File: config.mk
export PLATFORM = sky130hd
export DESIGN_NAME = alarm_table_timer
export DESIGN_NICKNAME = d
export VERILOG_FILES = /design/src/rtl/core/att_pkg.sv /design/src/rtl/core/att_cell.sv /design/src/rtl/core/att_mod.sv /design/src/rtl/core/alarm_table_timer.sv
export SDC_FILE = /design/constraint.sdc
export NUM_CORES = 1
export LEC_CHECK = 0
export BUFFER_PORTS_ARGS = -buffer_cell sky130_fd_sc_hd__buf_2
export CAP_MARGIN = 20
export CORE_MARGIN = 2
export CORE_UTILIZATION = 50
export DETAILED_ROUTE_END_ITERATION = 10
export PLACE_DENSITY = 0.66
export SKIP_CTS_REPAIR_TIMING = 1
export SYNTH_ARGS = -nofsm -noshare
export SYNTH_HDL_FRONTEND = slang
export SYNTH_SLANG_ARGS = --single-unit
File: constraint.sdc
create_clock -name clk -period 10.74 [get_ports clk]
set_clock_uncertainty 0.1 [all_clocks]
set_input_delay 1.611 -clock clk [delete_from_list [all_inputs] [get_ports clk]]
set_output_delay 1.611 -clock clk [all_outputs]
set_load 0.02 [all_outputs]
File: src/rtl/core/att_pkg.sv
// shared types and constants of the alarm table timer
`default_nettype none

package att_pkg;

    localparam int TICK_W      = 16;
    localparam int ID_W        = 8;
    localparam int OP_W        = 3;
    localparam int ST_W        = 3;
    localparam int MAX_RESULTS = 8;
    localparam int CNT_W       = 4;

    localparam logic [OP_W-1:0] OP_TICK   = 3'd0;
    localparam logic [OP_W-1:0] OP_SETREL = 3'd1;
    localparam logic [OP_W-1:0] OP_SETABS = 3'd2;
    localparam logic [OP_W-1:0] OP_CANCEL = 3'd3;
    localparam logic [OP_W-1:0] OP_QUERY  = 3'd4;

    localparam logic [ST_W-1:0] STAT_OK       = 3'd0;
    localparam logic [ST_W-1:0] STAT_BAD_ID   = 3'd1;
    localparam logic [ST_W-1:0] STAT_BAD_VAL  = 3'd2;
    localparam logic [ST_W-1:0] STAT_ACTIVE   = 3'd3;
    localparam logic [ST_W-1:0] STAT_INACTIVE = 3'd4;

    localparam logic CFG_WRAP_LIMIT = 1'b0;
    localparam logic CFG_MIN_CYCLE  = 1'b1;

    localparam logic [TICK_W-1:0] WRAP_LIMIT_RST = 16'hFFFF;
    localparam logic [TICK_W-1:0] MIN_CYCLE_RST  = 16'd1;

    typedef struct packed {
        logic              active;
        logic [TICK_W-1:0] expiry;
        logic [TICK_W-1:0] period;
    } alarm_rec_t;

endpackage

`default_nettype wire

File: src/rtl/core/att_cell.sv
// one cell of the alarm ring: holds one alarm record, passes it on when shifted
`default_nettype none

module att_cell
    import att_pkg::*;
(
    input  wire logic       clk,
    input  wire logic       rst_n,
    input  wire logic       shift,
    input  wire alarm_rec_t rec_in,
    output alarm_rec_t      rec
);

    logic              active_reg;
    logic [TICK_W-1:0] expiry_reg;
    logic [TICK_W-1:0] period_reg;

    always_ff @(posedge clk or negedge rst_n)
    begin
        if (!rst_n)
        begin
            active_reg <= 1'b0;
        end
        else if (shift)
        begin
            active_reg <= rec_in.active;
        end
    end

    always_ff @(posedge clk)
    begin
        if (shift)
        begin
            expiry_reg <= rec_in.expiry;
            period_reg <= rec_in.period;
        end
    end

    assign rec = {active_reg, expiry_reg, period_reg};

endmodule

`default_nettype wire

File: src/rtl/core/att_mod.sv
// restoring remainder unit: (a + b) mod m, one quotient bit per cycle
`default_nettype none

module att_mod
    import att_pkg::*;
(
    input  wire logic              clk,
    input  wire logic              rst_n,
    input  wire logic              start,
    input  wire logic [TICK_W-1:0] a,
    input  wire logic [TICK_W-1:0] b,
    input  wire logic [TICK_W:0]   modulus,
    output logic                   done,
    output logic [TICK_W-1:0]      result
);

    localparam int BIT_W = $clog2(TICK_W + 1);

    logic             busy_reg, busy_next;
    logic             done_reg, done_next;
    logic [BIT_W-1:0] cnt_reg, cnt_next;
    logic [TICK_W:0]  x_reg, x_next;
    logic [TICK_W:0]  rem_reg, rem_next;
    logic [TICK_W:0]  m_reg, m_next;
    logic [TICK_W+1:0] trial;
    logic [TICK_W+1:0] diff;

    always_comb
    begin
        busy_next = busy_reg;
        done_next = done_reg;
        cnt_next  = cnt_reg;
        x_next    = x_reg;
        rem_next  = rem_reg;
        m_next    = m_reg;
        trial     = {rem_reg, x_reg[TICK_W]};
        diff      = trial - {1'b0, m_reg};
        if (start)
        begin
            x_next    = {1'b0, a} + {1'b0, b};
            rem_next  = '0;
            m_next    = modulus;
            cnt_next  = BIT_W'(TICK_W);
            busy_next = 1'b1;
            done_next = 1'b0;
        end
        else if (busy_reg)
        begin
            x_next = {x_reg[TICK_W-1:0], 1'b0};
            if (trial >= {1'b0, m_reg})
            begin
                rem_next = diff[TICK_W:0];
            end
            else
            begin
                rem_next = trial[TICK_W:0];
            end
            if (cnt_reg == '0)
            begin
                busy_next = 1'b0;
                done_next = 1'b1;
            end
            else
            begin
                cnt_next = cnt_reg - 1'b1;
            end
        end
    end

    always_ff @(posedge clk or negedge rst_n)
    begin
        if (!rst_n)
        begin
            busy_reg <= 1'b0;
            done_reg <= 1'b0;
            cnt_reg  <= '0;
        end
        else
        begin
            busy_reg <= busy_next;
            done_reg <= done_next;
            cnt_reg  <= cnt_next;
        end
    end

    always_ff @(posedge clk)
    begin
        x_reg   <= x_next;
        rem_reg <= rem_next;
        m_reg   <= m_next;
    end

    assign done   = done_reg;
    assign result = rem_reg[TICK_W-1:0];

endmodule

`default_nettype wire

File: src/rtl/core/alarm_table_timer.sv
// alarm table timer top level: alarm ring, sequencer and output register
//
// A table of NUM_ALARMS alarms on one wrapping tick counter. Each alarm lives
// in a cell of a ring; every command rotates the ring once around, and the
// record passing the head is examined and rewritten by the sequencer, so the
// ring ends each command back in index order. A command passes through accept,
// one step per ring cell and result load; every accepted relative set and
// every cyclic alarm re-armed by a tick waits on the shared remainder unit,
// which retires one bit of (a + b) mod (wrap limit + 1) per cycle. A tick
// yields one result transaction per expired alarm in index order (at most
// eight are reported, all are processed), or a single result with
// expired_valid low; tlast marks the final result of each command.
// Stalls on the result side hold the ring. Configuration writes are taken
// at any time but are meant to happen only while the block is idle.
`default_nettype none

module alarm_table_timer
    import att_pkg::*;
#(
    parameter int NUM_ALARMS = 8
)
(
    input  wire logic        clk,
    input  wire logic        rst_n,
    // command stream
    input  wire logic        s_axis_tvalid,
    output logic             s_axis_tready,
    input  wire logic [39:0] s_axis_tdata,   // slot[7:0], tick_value[23:8], cycle_value[39:24]
    input  wire logic [2:0]  s_axis_tuser,   // opcode[2:0]
    // result stream
    output logic             m_axis_tvalid,
    input  wire logic        m_axis_tready,
    output logic [31:0]      m_axis_tdata,   // status[2:0], ticks_left[18:3], expired_id[26:19]
    output logic             m_axis_tuser,   // expired_valid[0]
    output logic             m_axis_tlast,
    // configuration writes
    input  wire logic        cfg_we,
    input  wire logic        cfg_addr,
    input  wire logic [15:0] cfg_wdata
);

    localparam int IDX_W = (NUM_ALARMS > 1) ? $clog2(NUM_ALARMS) : 1;
    localparam logic [IDX_W-1:0] LAST_IDX = IDX_W'(NUM_ALARMS - 1);

    localparam logic [1:0] S_IDLE = 2'd0;
    localparam logic [1:0] S_SCAN = 2'd1;
    localparam logic [1:0] S_MOD  = 2'd2;
    localparam logic [1:0] S_FIN  = 2'd3;

    // configuration
    logic [TICK_W-1:0] wrap_limit_reg;
    logic [TICK_W-1:0] min_cycle_reg;

    // sequencer state
    logic [1:0]        state_reg, state_next;
    logic [IDX_W-1:0]  step_reg, step_next;
    logic [CNT_W-1:0]  cnt_reg, cnt_next;
    logic              pend_valid_reg, pend_valid_next;
    logic [ID_W-1:0]   pend_id_reg, pend_id_next;
    logic [TICK_W-1:0] counter_reg, counter_next;

    // latched command
    logic [OP_W-1:0]   op_reg, op_next;
    logic [ID_W-1:0]   id_reg, id_next;
    logic [TICK_W-1:0] tv_reg, tv_next;
    logic [TICK_W-1:0] cyc_reg, cyc_next;
    logic [ST_W-1:0]   status_reg, status_next;
    logic [TICK_W-1:0] left_reg, left_next;
    alarm_rec_t        held_reg, held_next;

    // output register
    logic              out_valid_reg, out_valid_next;
    logic [ST_W-1:0]   out_status_reg, out_status_next;
    logic [TICK_W-1:0] out_left_reg, out_left_next;
    logic              out_expv_reg, out_expv_next;
    logic [ID_W-1:0]   out_id_reg, out_id_next;
    logic              out_last_reg, out_last_next;

    // ring and remainder unit
    alarm_rec_t        cell_rec [NUM_ALARMS];
    alarm_rec_t        head;
    alarm_rec_t        new_rec;
    logic              shift;
    logic              emit_now;
    logic              mod_start;
    logic [TICK_W-1:0] mod_a, mod_b;
    logic              mod_done;
    logic [TICK_W-1:0] mod_res;
    logic [TICK_W:0]   modulus;

    // per-head decisions
    logic              out_free;
    logic              can_report;
    logic              emit_blocked;
    logic              match;
    logic              hit;
    logic              cyc_bad;
    logic              tv_bad;
    logic              in_range_op;
    logic [TICK_W:0]   left_wrap;

    genvar gi;
    generate
        for (gi = 0; gi < NUM_ALARMS; gi++)
        begin : g_cell
            alarm_rec_t cell_in;
            if (gi == NUM_ALARMS - 1)
            begin : g_tail
                assign cell_in = new_rec;
            end
            else
            begin : g_body
                assign cell_in = cell_rec[gi+1];
            end
            att_cell u_cell (
                .clk    (clk),
                .rst_n  (rst_n),
                .shift  (shift),
                .rec_in (cell_in),
                .rec    (cell_rec[gi])
            );
        end
    endgenerate

    assign modulus = {1'b0, wrap_limit_reg} + 1'b1;

    att_mod u_mod (
        .clk     (clk),
        .rst_n   (rst_n),
        .start   (mod_start),
        .a       (mod_a),
        .b       (mod_b),
        .modulus (modulus),
        .done    (mod_done),
        .result  (mod_res)
    );

    assign head         = cell_rec[0];
    assign out_free     = !out_valid_reg || m_axis_tready;
    assign can_report   = cnt_reg < CNT_W'(MAX_RESULTS);
    // a new expiry pushes the held one out, which needs a free output slot
    assign emit_blocked = can_report && pend_valid_reg && !out_free;
    assign match        = head.active && (head.expiry == counter_reg);
    assign in_range_op  = (op_reg == OP_SETREL) || (op_reg == OP_SETABS) ||
                          (op_reg == OP_CANCEL) || (op_reg == OP_QUERY);
    assign hit          = in_range_op && (id_reg == ID_W'(step_reg));
    assign cyc_bad      = (cyc_reg != '0) &&
                          ((cyc_reg < min_cycle_reg) || (cyc_reg > wrap_limit_reg));
    assign tv_bad       = (tv_reg > wrap_limit_reg) ||
                          ((op_reg == OP_SETREL) && (tv_reg == '0));
    // ticks left once the counter has passed the expiry
    assign left_wrap    = modulus - {1'b0, counter_reg} + {1'b0, head.expiry};

    always_comb
    begin
        state_next      = state_reg;
        step_next       = step_reg;
        cnt_next        = cnt_reg;
        pend_valid_next = pend_valid_reg;
        pend_id_next    = pend_id_reg;
        counter_next    = counter_reg;
        op_next         = op_reg;
        id_next         = id_reg;
        tv_next         = tv_reg;
        cyc_next        = cyc_reg;
        status_next     = status_reg;
        left_next       = left_reg;
        held_next       = held_reg;
        out_valid_next  = out_valid_reg && !m_axis_tready;
        out_status_next = out_status_reg;
        out_left_next   = out_left_reg;
        out_expv_next   = out_expv_reg;
        out_id_next     = out_id_reg;
        out_last_next   = out_last_reg;
        new_rec         = head;
        shift           = 1'b0;
        emit_now        = 1'b0;
        mod_start       = 1'b0;
        mod_a           = counter_reg;
        mod_b           = head.period;

        unique case (state_reg)
            S_IDLE:
            begin
                if (s_axis_tvalid)
                begin
                    op_next         = s_axis_tuser;
                    id_next         = s_axis_tdata[7:0];
                    tv_next         = s_axis_tdata[23:8];
                    cyc_next        = s_axis_tdata[39:24];
                    step_next       = '0;
                    cnt_next        = '0;
                    pend_valid_next = 1'b0;
                    left_next       = '0;
                    status_next     = STAT_OK;
                    if (((s_axis_tuser == OP_SETREL) || (s_axis_tuser == OP_SETABS) ||
                         (s_axis_tuser == OP_CANCEL) || (s_axis_tuser == OP_QUERY)) &&
                        ({1'b0, s_axis_tdata[7:0]} >= 9'(NUM_ALARMS)))
                    begin
                        status_next = STAT_BAD_ID;
                    end
                    if (s_axis_tuser == OP_TICK)
                    begin
                        // counter may sit above a lowered maximum: wrap it too
                        if (counter_reg >= wrap_limit_reg)
                        begin
                            counter_next = '0;
                        end
                        else
                        begin
                            counter_next = counter_reg + 1'b1;
                        end
                    end
                    state_next = S_SCAN;
                end
            end
            S_SCAN:
            begin
                if (op_reg == OP_TICK)
                begin
                    if (match && emit_blocked)
                    begin
                        shift = 1'b0;
                    end
                    else if (match && (head.period != '0))
                    begin
                        mod_start  = 1'b1;
                        mod_a      = counter_reg;
                        mod_b      = head.period;
                        held_next  = head;
                        state_next = S_MOD;
                    end
                    else
                    begin
                        shift = 1'b1;
                        if (match)
                        begin
                            new_rec.active = 1'b0;
                            emit_now       = 1'b1;
                        end
                    end
                end
                else if (hit &&
                         ((op_reg == OP_SETREL) || (op_reg == OP_SETABS)) &&
                         !tv_bad && !cyc_bad && !head.active &&
                         (op_reg == OP_SETREL))
                begin
                    mod_start        = 1'b1;
                    mod_a            = counter_reg;
                    mod_b            = tv_reg;
                    held_next.active = 1'b1;
                    held_next.expiry = tv_reg;
                    held_next.period = cyc_reg;
                    state_next       = S_MOD;
                end
                else
                begin
                    shift = 1'b1;
                    if (hit)
                    begin
                        priority if ((op_reg == OP_SETREL) || (op_reg == OP_SETABS))
                        begin
                            if (tv_bad || cyc_bad)
                            begin
                                status_next = STAT_BAD_VAL;
                            end
                            else if (head.active)
                            begin
                                status_next = STAT_ACTIVE;
                            end
                            else
                            begin
                                new_rec.active = 1'b1;
                                new_rec.expiry = tv_reg;
                                new_rec.period = cyc_reg;
                            end
                        end
                        else if (!head.active)
                        begin
                            status_next = STAT_INACTIVE;
                        end
                        else if (op_reg == OP_CANCEL)
                        begin
                            new_rec.active = 1'b0;
                        end
                        else
                        begin
                            if (counter_reg > head.expiry)
                            begin
                                left_next = left_wrap[TICK_W-1:0];
                            end
                            else
                            begin
                                left_next = head.expiry - counter_reg;
                            end
                        end
                    end
                end
            end
            S_MOD:
            begin
                if (mod_done && !((op_reg == OP_TICK) && emit_blocked))
                begin
                    new_rec        = held_reg;
                    new_rec.expiry = mod_res;
                    shift          = 1'b1;
                    emit_now       = (op_reg == OP_TICK);
                    state_next     = S_SCAN;
                end
            end
            S_FIN:
            begin
                if (out_free)
                begin
                    out_valid_next = 1'b1;
                    out_last_next  = 1'b1;
                    if (op_reg == OP_TICK)
                    begin
                        out_status_next = STAT_OK;
                        out_left_next   = '0;
                        out_expv_next   = pend_valid_reg;
                        out_id_next     = pend_valid_reg ? pend_id_reg : '0;
                    end
                    else
                    begin
                        out_status_next = status_reg;
                        out_left_next   = left_reg;
                        out_expv_next   = 1'b0;
                        out_id_next     = '0;
                    end
                    state_next = S_IDLE;
                end
            end
            default:
            begin
                state_next = S_IDLE;
            end
        endcase

        // expired alarm report: hold the newest, send the one before it
        if (emit_now && can_report)
        begin
            if (pend_valid_reg)
            begin
                out_valid_next  = 1'b1;
                out_status_next = STAT_OK;
                out_left_next   = '0;
                out_expv_next   = 1'b1;
                out_id_next     = pend_id_reg;
                out_last_next   = 1'b0;
            end
            pend_valid_next = 1'b1;
            pend_id_next    = ID_W'(step_reg);
            cnt_next        = cnt_reg + 1'b1;
        end

        // ring rotation bookkeeping
        if (shift)
        begin
            if (step_reg == LAST_IDX)
            begin
                step_next  = '0;
                state_next = S_FIN;
            end
            else
            begin
                step_next = step_reg + 1'b1;
            end
        end
    end

    always_ff @(posedge clk or negedge rst_n)
    begin
        if (!rst_n)
        begin
            wrap_limit_reg <= WRAP_LIMIT_RST;
            min_cycle_reg  <= MIN_CYCLE_RST;
        end
        else if (cfg_we)
        begin
            unique case (cfg_addr)
                CFG_WRAP_LIMIT: wrap_limit_reg <= cfg_wdata;
                CFG_MIN_CYCLE:  min_cycle_reg  <= cfg_wdata;
                default:        wrap_limit_reg <= wrap_limit_reg;
            endcase
        end
    end

    always_ff @(posedge clk or negedge rst_n)
    begin
        if (!rst_n)
        begin
            state_reg      <= S_IDLE;
            step_reg       <= '0;
            cnt_reg        <= '0;
            pend_valid_reg <= 1'b0;
            counter_reg    <= '0;
            out_valid_reg  <= 1'b0;
        end
        else
        begin
            state_reg      <= state_next;
            step_reg       <= step_next;
            cnt_reg        <= cnt_next;
            pend_valid_reg <= pend_valid_next;
            counter_reg    <= counter_next;
            out_valid_reg  <= out_valid_next;
        end
    end

    always_ff @(posedge clk)
    begin
        pend_id_reg    <= pend_id_next;
        op_reg         <= op_next;
        id_reg         <= id_next;
        tv_reg         <= tv_next;
        cyc_reg        <= cyc_next;
        status_reg     <= status_next;
        left_reg       <= left_next;
        held_reg       <= held_next;
        out_status_reg <= out_status_next;
        out_left_reg   <= out_left_next;
        out_expv_reg   <= out_expv_next;
        out_id_reg     <= out_id_next;
        out_last_reg   <= out_last_next;
    end

    assign s_axis_tready = (state_reg == S_IDLE);
    assign m_axis_tvalid = out_valid_reg;
    assign m_axis_tdata  = {5'd0, out_id_reg, out_left_reg, out_status_reg};
    assign m_axis_tuser  = out_expv_reg;
    assign m_axis_tlast  = out_last_reg;

endmodule

`default_nettype wire

== After elaboration in Yosys (flattened, before gate mapping) ==
Index checks and enable logic that the tools add are counted.

* Logic and storage cells: 278
* Output and inout bits: 36
* Register bits: 492
* Bits of input ports: 65

* Reductions and logical operators: 61
* Magnitude comparators: 8
* Add/sub/neg operators: 10
* Bitwise logic cells: 1
* Equality and inequality tests: 26
* Muxes and demuxes: 120

{| class="wikitable"
|+ Operators with widths
! operator !! number
|-
| 16-bit two-way mux || 17
|-
| 33-bit two-way mux || 8
|-
| 32-bit two-way mux || 3
|-
| 33-bit case mux with 2 select lines || 1
|-
| 3-bit two-way mux || 19
|-
| 17-bit two-way mux || 3
|-
| 16-bit greater-than comparator || 3
|-
| 1-bit two-way mux || 45
|-
| 8-bit two-way mux || 4
|-
| 16-bit case mux with 2 select lines || 1
|-
| 16-bit nonzero test || 2
|-
| 16-bit subtractor || 2
|-
| 18-bit by 17-bit greater-or-equal comparator with 1-bit output || 1
|-
| 1-bit logical AND || 18
|-
| 2-bit two-way mux || 9
|-
| 2-bit inequality test, second input constant || 9
|-
| 16-bit by 1-bit adder with 17-bit output, second input constant || 1
|-
| 16-bit by 16-bit adder with 17-bit output || 1
|-
| 17-bit subtractor || 1
|-
| 16-bit by 1-bit adder with 16-bit output, second input constant || 1
|-
| 16-bit adder || 1
|-
| 16-bit == test || 1
|-
| 16-bit greater-or-equal comparator || 1
|-
| 16-bit logical NOT || 1
|-
| 32 further kinds || 73
|}

== Depth between registers and ports, before layout ==
Gate-level depths: netlist of run 1.

* Word-level depth: 15
* Mapped depth: 21
* Depth with buffers taken out: 20

== Hierarchy ==
Synthesis of run 1 repeated with hierarchy kept, for this count alone.

* Cell total of the unflattened synthesis: 1880
* Area, all modules: 23722.8 sq um

{| class="wikitable"
|+ By module, submodules not included
! module !! times used !! cells each !! area each (sq um) !! sequential area each (sq um)
|-
| alarm_table_timer || 1 || 1151 || 11426.0 || 4540.6
|-
| att_cell || 8 || 35 || 1008.5 || 985.9
|-
| att_mod || 1 || 449 || 4229.1 || 1536.5
|}

== Worst setup path after synthesis of run 1 ==
No wires, ideal clock.

* Path type: reg-to-reg
* Start: reg wrap_limit_reg[7]
* End: reg u_mod.x_reg[15], data pin
* Arrival time: 5.391 ns
* Data required time: 10.488 ns
* Path buffers: 1
* Setup slack: 5.097 ns
* Cell stages (with the launch flop): 21
* Period minus slack after synthesis: 5.643 ns
* Cells stage by stage: dfstp_2 inv_1 ha_1 a21oi_2 nand3_1 a221o_1 o31a_1 or3_4 nor2_1 nand3_1 clkbuf_1 mux2_2 ha_1 a21oi_1 nand2_1 and4_1 a221o_1 o41ai_1 or4b_2 o211a_1 o21ai_0

* Cells in the longest elaborated chain, start to end: 12
* Elaborated cells on any way between the ends: 19
* Those cells by class: add/sub: 1; order compare: 2; mux: 7; reduce/logical: 9

{| class="wikitable"
|+ Ends and longest elaborated chain
! element !! RTL line !! source
|-
| from (decl) || alarm_table_timer.sv:51 || <nowiki>logic [TICK_W-1:0] wrap_limit_reg;</nowiki>
|-
| from (signal assigned) || alarm_table_timer.sv:382 || <nowiki>CFG_WRAP_LIMIT: wrap_limit_reg <= cfg_wdata;</nowiki>
|-
| from (signal assigned) || alarm_table_timer.sv:384 || <nowiki>default: wrap_limit_reg <= wrap_limit_reg;</nowiki>
|-
| 16-bit greater-than comparator (on tied branches) || alarm_table_timer.sv:149, alarm_table_timer.sv:148 ||
|-
| 1-bit logical OR (on tied branches) || alarm_table_timer.sv:149, alarm_table_timer.sv:148 ||
|-
| 1-bit logical NOT or 1-bit logical AND (tied branches) || alarm_table_timer.sv:245, alarm_table_timer.sv:147 ||
|-
| 1-bit logical AND or 1-bit logical NOT (tied branches) || alarm_table_timer.sv:244, alarm_table_timer.sv:245 ||
|-
| 1-bit logical AND (*) (3 in series) || alarm_table_timer.sv:245 || <nowiki>!tv_bad && !cyc_bad && !head.active &&</nowiki>
|-
| 16-bit two-way mux || alarm_table_timer.sv:243 || <nowiki>else if (hit &&</nowiki>
|-
| 16-bit two-way mux || alarm_table_timer.sv:219 || <nowiki>if (op_reg == OP_TICK)</nowiki>
|-
| 16-bit two-way mux || alarm_table_timer.sv:182 || <nowiki>unique case (state_reg)</nowiki>
|-
| 16-bit by 16-bit adder with 17-bit output || att_mod.sv:40 || <nowiki>x_next = {1'b0, a} + {1'b0, b};</nowiki>
|-
| 17-bit two-way mux (*) || att_mod.sv:38 || <nowiki>if (start)</nowiki>
|-
| net u_mod.x_next[15] || att_mod.sv:22 || <nowiki>logic [TICK_W:0] x_reg, x_next;</nowiki>
|-
| to (signal assigned) || att_mod.sv:88 || <nowiki>x_reg <= x_next;</nowiki>
|-
| to (decl) || att_mod.sv:22 ||
|}

The timed path passes the listed nets; every way through them passes the cells marked *.
A chain may end at the register's enable or synchronous reset.

== Worst setup path after layout of run 1 ==
* Start: reg wrap_limit_reg[14]
* End: reg u_mod.x_reg[15], data pin

Same word-level chain as after synthesis.

==> flow_summary.yaml, run 1 <==
placed_design:
  port_buffers: 95
  dp_cells: 2449
  place.gp.congestion: 0.9120
  post-dp-hpwl_mm: 40.84
  place_area_mm2: 0.02417
sta:
  finalCritPeriodShare: 0.6432
  rsz0062_at_grt: "no"
  maxSlewViolCount: 0
  slew_headroom: 0.2511
  max_slew.worst_pin.slew_ns: 1.123
  setup_viol: 0
  fin_crit_ns: 6.908
  hold_violations: 0
  setup_tns_ns: 0
  max_freq_mhz: 144.8
worst_hold_path:
  hp-start: "g_cell[5].u_cell.expiry_reg[10]"
  hold_end: "g_cell[4].u_cell.expiry_reg[10]"
  holdPathStages: 0
  hold_class: "reg -> reg"
global_routing:
  grt_pass1_wl_mm: 86.61
  grt_pass1_vias: 14550
  grt_use_met3: 0.03814
  grtUsageMet1: 0.3508
  grt_max_degree: 86
  antenna_found_initial: 1
  grt_busiest_layer: "met2"
  grt_use_met2: 0.3724
  grt_overflow: 0
  track_usage: 0.2408
setup_path:
  cp_max_fo: 16
  r2r_cells: 18
  crit_required_ns: 11.08
  reg2reg_to: "u_mod.x_reg[15]"
  r2r_slack_ns: 3.83
  crit_arrival_ns: 7.25
  worstSetupEndpointType: "flip-flop"
  path_class: "reg -> reg"
  r2r_start: "wrap_limit_reg[14]"
  start_kind: "flip-flop"
pwr:
  p_leak_nw: 10.13
  switching_power_mw: 2.885
  p_int_mw: 5.205
  p_per_area_mw_per_mm2: 313.1
  ir_drop_v: 0.0002310
  p_seq_frac: 0.437
  power_frac_comb: 0.352
  swShare: 0.3566
  clkPwrFrac: 0.211
synthesis:
  synth.distinct_cells: 79
  synth.top_cell.area_share: 0.4846
  yosys_warnings: 0
  synth_seq_area_share: 0.6058
  yosysTopAreaCell: "edfxtp_1"
  async_flop_share: 0.1504
  synth-edff-count: 372
  syn_area_mm2: 0.02305
  avgSynthCellArea_um2: 12.86
  ys.flop_type: "edfxtp_1"
  synthTopCellsByArea: "edfxtp_1 (48%), ha_1 (7.5%), dfrtp_1 (6.2%)"
  ys_ff_latch: 492
  syn_inst: 1792
finish:
  syn_to_final_growth_pct: 12.09
  layout_commonest_cell: "edfxtp_1"
  drive_above_1_share: 0.1535
  nets: 2126
  layout_common_cells: "edfxtp_1 (372), ha_1 (138), nand2_1 (125)"
  fillCellCount: 3765
  design_area_mm2: 0.02584
  antenna_cells: 0
  stdcell_count: 2548
clock_network:
  cts_buffer_depth: 3
  cts_tree: "yes"
  clk_latency_ns: 0.61
  cts-root-buf: "clkbuf_16"
  h-tree-depth: 2
  cts.sinks: 492
  clk_pin_slew_ns: 0.07
  cts_buffers: 51
floorplanning:
  die_area_mm2: 0.04784
  core_region_area_mm2: 0.04548
  rows: 78
  die_h_um: 218.7
  io_pins: 101
  start_util: 0.5069
  dieWidth_um: 218.7
detailed_routing:
  drt_pass1_iterations: 6
  vias: 14830
  via_per_inst: 5.819
  drt_iter0_markers: 1291
  post_drt_wl_per_cell_um: 22.29
  ant_nets: 0
  drc: 0
  routed_wirelength_mm: 56.79
run_status:
  outcome: "complete, no violations"
run:
  maxCapViolations: 0
cells in the mapped netlist, drive strengths merged (22+ instances only):
master  count
edfxtp    372
ha        138
nand2     125
nor2      124
inv        96
a21oi      88
o21ai      79
mux2       69
xnor2      67
dfrtp      57
clkbuf     49
dfxtp      46
nand3      37
a221o      36
nand4      32
nor3       29
nor4       26
a21o       22
worst max-delay path, stage by stage, from the launching register on:
cell and delay, ns:
dfstp_2 0.53, inv_1 0.12, ha_1 0.36, nand4_1 0.20, nor4_1 0.42, nor3_1 0.09
a211oi_1 0.24, o21ai_0 0.39, nor2_1 0.31, nand3_1 0.61, mux2_2 0.52, ha_1 0.34
a2111oi_0 0.58, nand2b_1 0.16, a221o_1 0.34, o41ai_1 0.50, or4b_2 0.63, o211a_1 0.14
o21ai_0 0.14
worst max-delay path by stage:
stage	start	to	slack, ns	depth (start not counted)
final	wrap_limit_reg[14]	u_mod.x_reg[15]	3.83	18
after floorplan	wrap_limit_reg[7]	u_mod.x_reg[15]	5.10	20
after detailed placement	wrap_limit_reg[14]	u_mod.x_reg[15]	3.95	18
after global routing	wrap_limit_reg[14]	u_mod.x_reg[15]	3.49	18
after global placement	wrap_limit_reg[14]	u_mod.x_reg[15]	4.35	18
after CTS	wrap_limit_reg[14]	u_mod.x_reg[15]	3.91	18
stage by stage:
| step | setup slack, ns | hold slack, ns | power (mW) | utilization |
|---|---|---|---|---|
| after floorplan | 5.097 | 0.3003 | 5.473 | - |
| after global placement | 4.350 | 0.3001 | 6.294 | 0.5314 |
| after detailed placement | 3.950 | 0.3045 | 6.368 | 0.5314 |
| after CTS | 3.914 | 0.3160 | 8.106 | 0.5669 |
| after global routing | 3.495 | 0.3198 | 8.608 | 0.5681 |
| final | 3.833 | 0.3140 | 8.089 | 0.5681 |
power by group through the flow:
stage                     clock (mW)  combinational, mW  sequential, mW
after floorplan                    0               2.10            3.37
after global placement             0               2.75            3.54
after detailed placement           0               2.80            3.57
after CTS                       1.74               2.82            3.54
after global routing            1.82               3.19            3.60
final                           1.71               2.84            3.54
area by class of cell:
cell class	instances	area, µm²	share of cell area
Clock buffer	71	1403	0.05429
Multi-Input combinational cell	1150	8496	0.3288
Tap cell	600	750.7	0.02906
Inverter	96	360.3	0.01395
Sequential cell	492	13960	0.5405
Timing Repair Buffer	114	653.1	0.02528
Clock inverter	25	210.2	0.008136
per-layer routing:
| metal | part of all wire | up-vias |
|---|---|---|
| met4 | 0.027 | 0 |
| li1 | - | 6967 |
| met3 | 0.064 | 86 |
| met1 | 0.46 | 7301 |
| met2 | 0.45 | 473 |
| met5 | 0 | - |
cell families (layout without fill, tap and decap cells):
kind of cell               count (synthesis)  after routing  share of synthesized area
and+or+nand+nor                          477            477                     0.1022
muxes                                     83             83                    0.04044
other                                      1              5                  0.0001627
AOI/OAI and AO/OA                        351            351                     0.1043
xor gates and xnor gates                  78             78                    0.02964
adders and majority gates                156            156                    0.09054
DFF                                      492            492                     0.6058
buffers and inverters                    154            306                    0.02692
No activity file was read; power rests on OpenSTA's default activity.
==> run 2: changes to the inputs <==
--- a/config.mk
+++ b/config.mk
@@ -5,12 +5,13 @@
 export SDC_FILE = /design/constraint.sdc
 export NUM_CORES = 1
 export LEC_CHECK = 0
+export ABC_AREA = 1
 export BUFFER_PORTS_ARGS = -buffer_cell sky130_fd_sc_hd__buf_2
 export CAP_MARGIN = 20
 export CORE_MARGIN = 2
 export CORE_UTILIZATION = 50
 export DETAILED_ROUTE_END_ITERATION = 10
-export PLACE_DENSITY = 0.66
+export PLACE_DENSITY = 0.68
 export SKIP_CTS_REPAIR_TIMING = 1
 export SYNTH_ARGS = -nofsm -noshare
 export SYNTH_HDL_FRONTEND = slang
==> constraint.sdc (replaced) <==
create_clock -name clk -period 6.1 [get_ports clk]
set_clock_uncertainty 0.1 [all_clocks]
set_input_delay 0.915 -clock clk [delete_from_list [all_inputs] [get_ports clk]]
set_output_delay 0.915 -clock clk [all_outputs]
set_load 0.02 [all_outputs]
==> run 2 against run 1 <==
Cell area grew 3.2%. Sequential power is 69% higher. Register-to-register slack worse by 3.2 ns. Area after synthesis is 3.7% higher. Critical path depth grew 5. Die area up 3.7%. Sequential cell count unchanged. Synthesized cell count rose by 30%.
==> flow_summary.yaml, run 2 <==
finish:
  regArea_mm2: 0.01396
  design_area_mm2: 0.02665
  fillCellCount: 4140
  antenna_cells: 0
  drive_above_1_share: 0.1000
  nets: 2651
  layout_commonest_cell: "nand2_1"
  multi_input_area_mm2: 0.008491
  layout_common_cells: "nand2_1 (498), edfxtp_1 (372), inv_1 (287)"
  syn_to_final_growth_pct: 11.46
  stdcell_count: 3085
global_routing:
  grt_overflow: 0
  grt_pass1_wl_mm: 94.91
  antenna_found_initial: 0
  track_usage: 0.2516
  grt_pass1_vias: 16700
  grt_max_degree: 139
detailed_routing:
  via_per_inst: 5.490
  drc: 0
  post_drt_wl_per_cell_um: 19.97
  routed_wirelength_mm: 61.62
  ant_nets: 0
  vias: 16940
  drt_pass1_iterations: 7
  drt_iter0_markers: 1581
clock_network:
  clk_pin_slew_ns: 0.07
  cts_tree: "yes"
  cts-root-buf: "clkbuf_16"
  cts_buffer_depth: 3
  h-tree-depth: 2
  clk_latency_ns: 0.63
  cts.sinks: 492
  cts_buffers: 51
setup_path:
  path_class: "reg -> reg"
  worstSetupEndpointType: "flip-flop"
  crit_arrival_ns: 5.69
  crit_required_ns: 6.35
  start_kind: "flip-flop"
  cp_max_fo: 13
synthesis:
  synth_top_family_by_area: "simple AND/OR/NAND/NOR gates"
  syn_inst: 2332
  synth.top_cell.area_share: 0.4672
  avgSynthCellArea_um2: 10.25
  synth_seq_area_share: 0.5840
  synth-edff-count: 372
  ys_ff_latch: 492
  async_flop_share: 0.1504
  synthTopCellsByArea: "edfxtp_1 (47%), nand2_1 (7.8%), ha_1 (7.2%)"
  synthSimpleGateAreaFrac: 0.1497
  synth.distinct_cells: 57
  synth.top_cells.by_count: "nand2_1 (498), edfxtp_1 (372), inv_1 (288)"
  syn_area_mm2: 0.02391
  yosysTopAreaCell: "edfxtp_1"
  yosys_warnings: 0
  ys.flop_type: "edfxtp_1"
  synth.most_common_cell: "nand2_1"
  synthXorXnorAreaFrac: 0.02417
  synth_compound_area_frac: 0.09304
  synth_adder_area_share: 0.08728
  synthMuxAreaShare: 0
floorplanning:
  io_pins: 101
  dieWidth_um: 222.7
  rows: 80
  core_region_area_mm2: 0.04745
  die_area_mm2: 0.04959
  die_h_um: 222.7
  start_util: 0.5040
sta:
  maxSlewViolCount: 0
  fin_crit_ns: 5.440
  setup_viol: 0
  hold_violations: 0
  max_freq_mhz: 183.8
  slew_headroom: 0.1898
  finalCritPeriodShare: 0.8918
  rsz0062_at_grt: "no"
  setup_tns_ns: 0
  max_slew.worst_pin.slew_ns: 1.215
  finalWorstSetupSlack_ns: 0.6597
pwr:
  power_mw: 14.05
  ir_drop_v: 0.0003965
  p_leak_nw: 11.39
  p_per_area_mw_per_mm2: 527.3
run:
  maxCapViolations: 0
placed_design:
  port_buffers: 95
  dpl_worst_slack_ns: 0.7858
  place.gp.congestion: 0.9265
  post-dp-hpwl_mm: 44.60
  place_area_mm2: 0.02498
  dp_cells: 2992
worst_hold_path:
  hold_class: "reg -> reg"
run_status:
  outcome: "complete, no violations"
[run 2: changes by cell type in the layout (fill, tap and decap cells not counted), sizes merged, moves of 36 or more]
cell / previous run / this run
nand2: 125 / 503
inv: 101 / 301
o21ai: 79 / 195
nand3: 37 / 139
a21oi: 88 / 157
mux2: 69 / 0
xnor2: 67 / 27
a221o: 36 / 0
[run 2: kinds of logic after synthesis]
logic type / after synthesis
adder cells (fa/ha/maj): 156
AND/OR/NAND/NOR: 832
flip-flops: 492
XOR/XNOR: 66
other: 1
buffers and inverters: 371
AO/OA/AOI/OAI: 414
[run 2: report_power, final]
part	leakage [nW]	switching [mW]	internal (mW)
sequential	4.79	0.692	5.28
combinational	5.80	3.30	1.66
clock	0.806	1.36	1.77
total	11.4	5.35	8.70
[run 2: final cells by class]
| class | count | share of cell area |
|---|---|---|
| repair buffers | 110 | 0.02291 |
| flip-flops and latches | 492 | 0.5240 |
| multi-input cells | 1473 | 0.3186 |
| clock buffers | 60 | 0.04915 |
| well taps | 615 | 0.02887 |
| clock inverters | 33 | 0.01361 |
| inverters | 302 | 0.04291 |
[run 2: path summary, 6_finish.rpt]
| path | start | to | slack, ns | cells after the start |
|---|---|---|---|---|
| setup / recovery | wrap_limit_reg[11] | u_mod.x_reg[16] | 0.66 | 23 |
| hold reg to reg | g_cell[1].u_cell.period_reg[13] | g_cell[0].u_cell.period_reg[13] | 0.29 | 0 |
| setup reg to reg | wrap_limit_reg[11] | u_mod.x_reg[16] | 0.66 | 23 |
| min in group asynchronous | rst_n | cnt_reg[1] | 0.36 | 1 |
| hold / removal | g_cell[1].u_cell.period_reg[13] | g_cell[0].u_cell.period_reg[13] | 0.29 | 0 |
| max in group asynchronous | rst_n | min_cycle_reg[7] | 4.89 | 1 |
[run 2: critical path: stages (launching register included)]
cell and delay (ns):
dfstp_2 0.54, inv_1 0.10, ha_1 0.34, nand4_1 0.12, nor3_1 0.23, nand4_1 0.15
a21boi_1 0.38, nand3_2 0.18, nor3_2 0.34, nand2_1 0.37, nand2_1 0.14, o21ai_1 0.07
ha_1 0.22, fa_1 0.40, nand3_1 0.10, nand3_1 0.10, a21boi_1 0.23, o21ai_0 0.16
a21boi_0 0.32, o21ai_1 0.15, nand3_1 0.11, nor2_1 0.06, o21ai_0 0.17, nand2_1 0.08
[run 2: per-layer routing]
metal  wire length (µm)  track usage  vias up
met1              27270       0.3500     8141
met2              28070       0.4017      553
met4               2356      0.09612        0
met5                  0            0        -
met3               3916      0.03637      117
li1                   -            -     8126
[run 2: per-stage QoR]
stage / util / hold slack, ns
after floorplan: - / 0.3003
after global placement: 0.5259 / 0.3000
after detailed placement: 0.5265 / 0.3045
after CTS: 0.5617 / 0.2986
after global routing: 0.5617 / 0.3157
final: 0.5617 / 0.2935
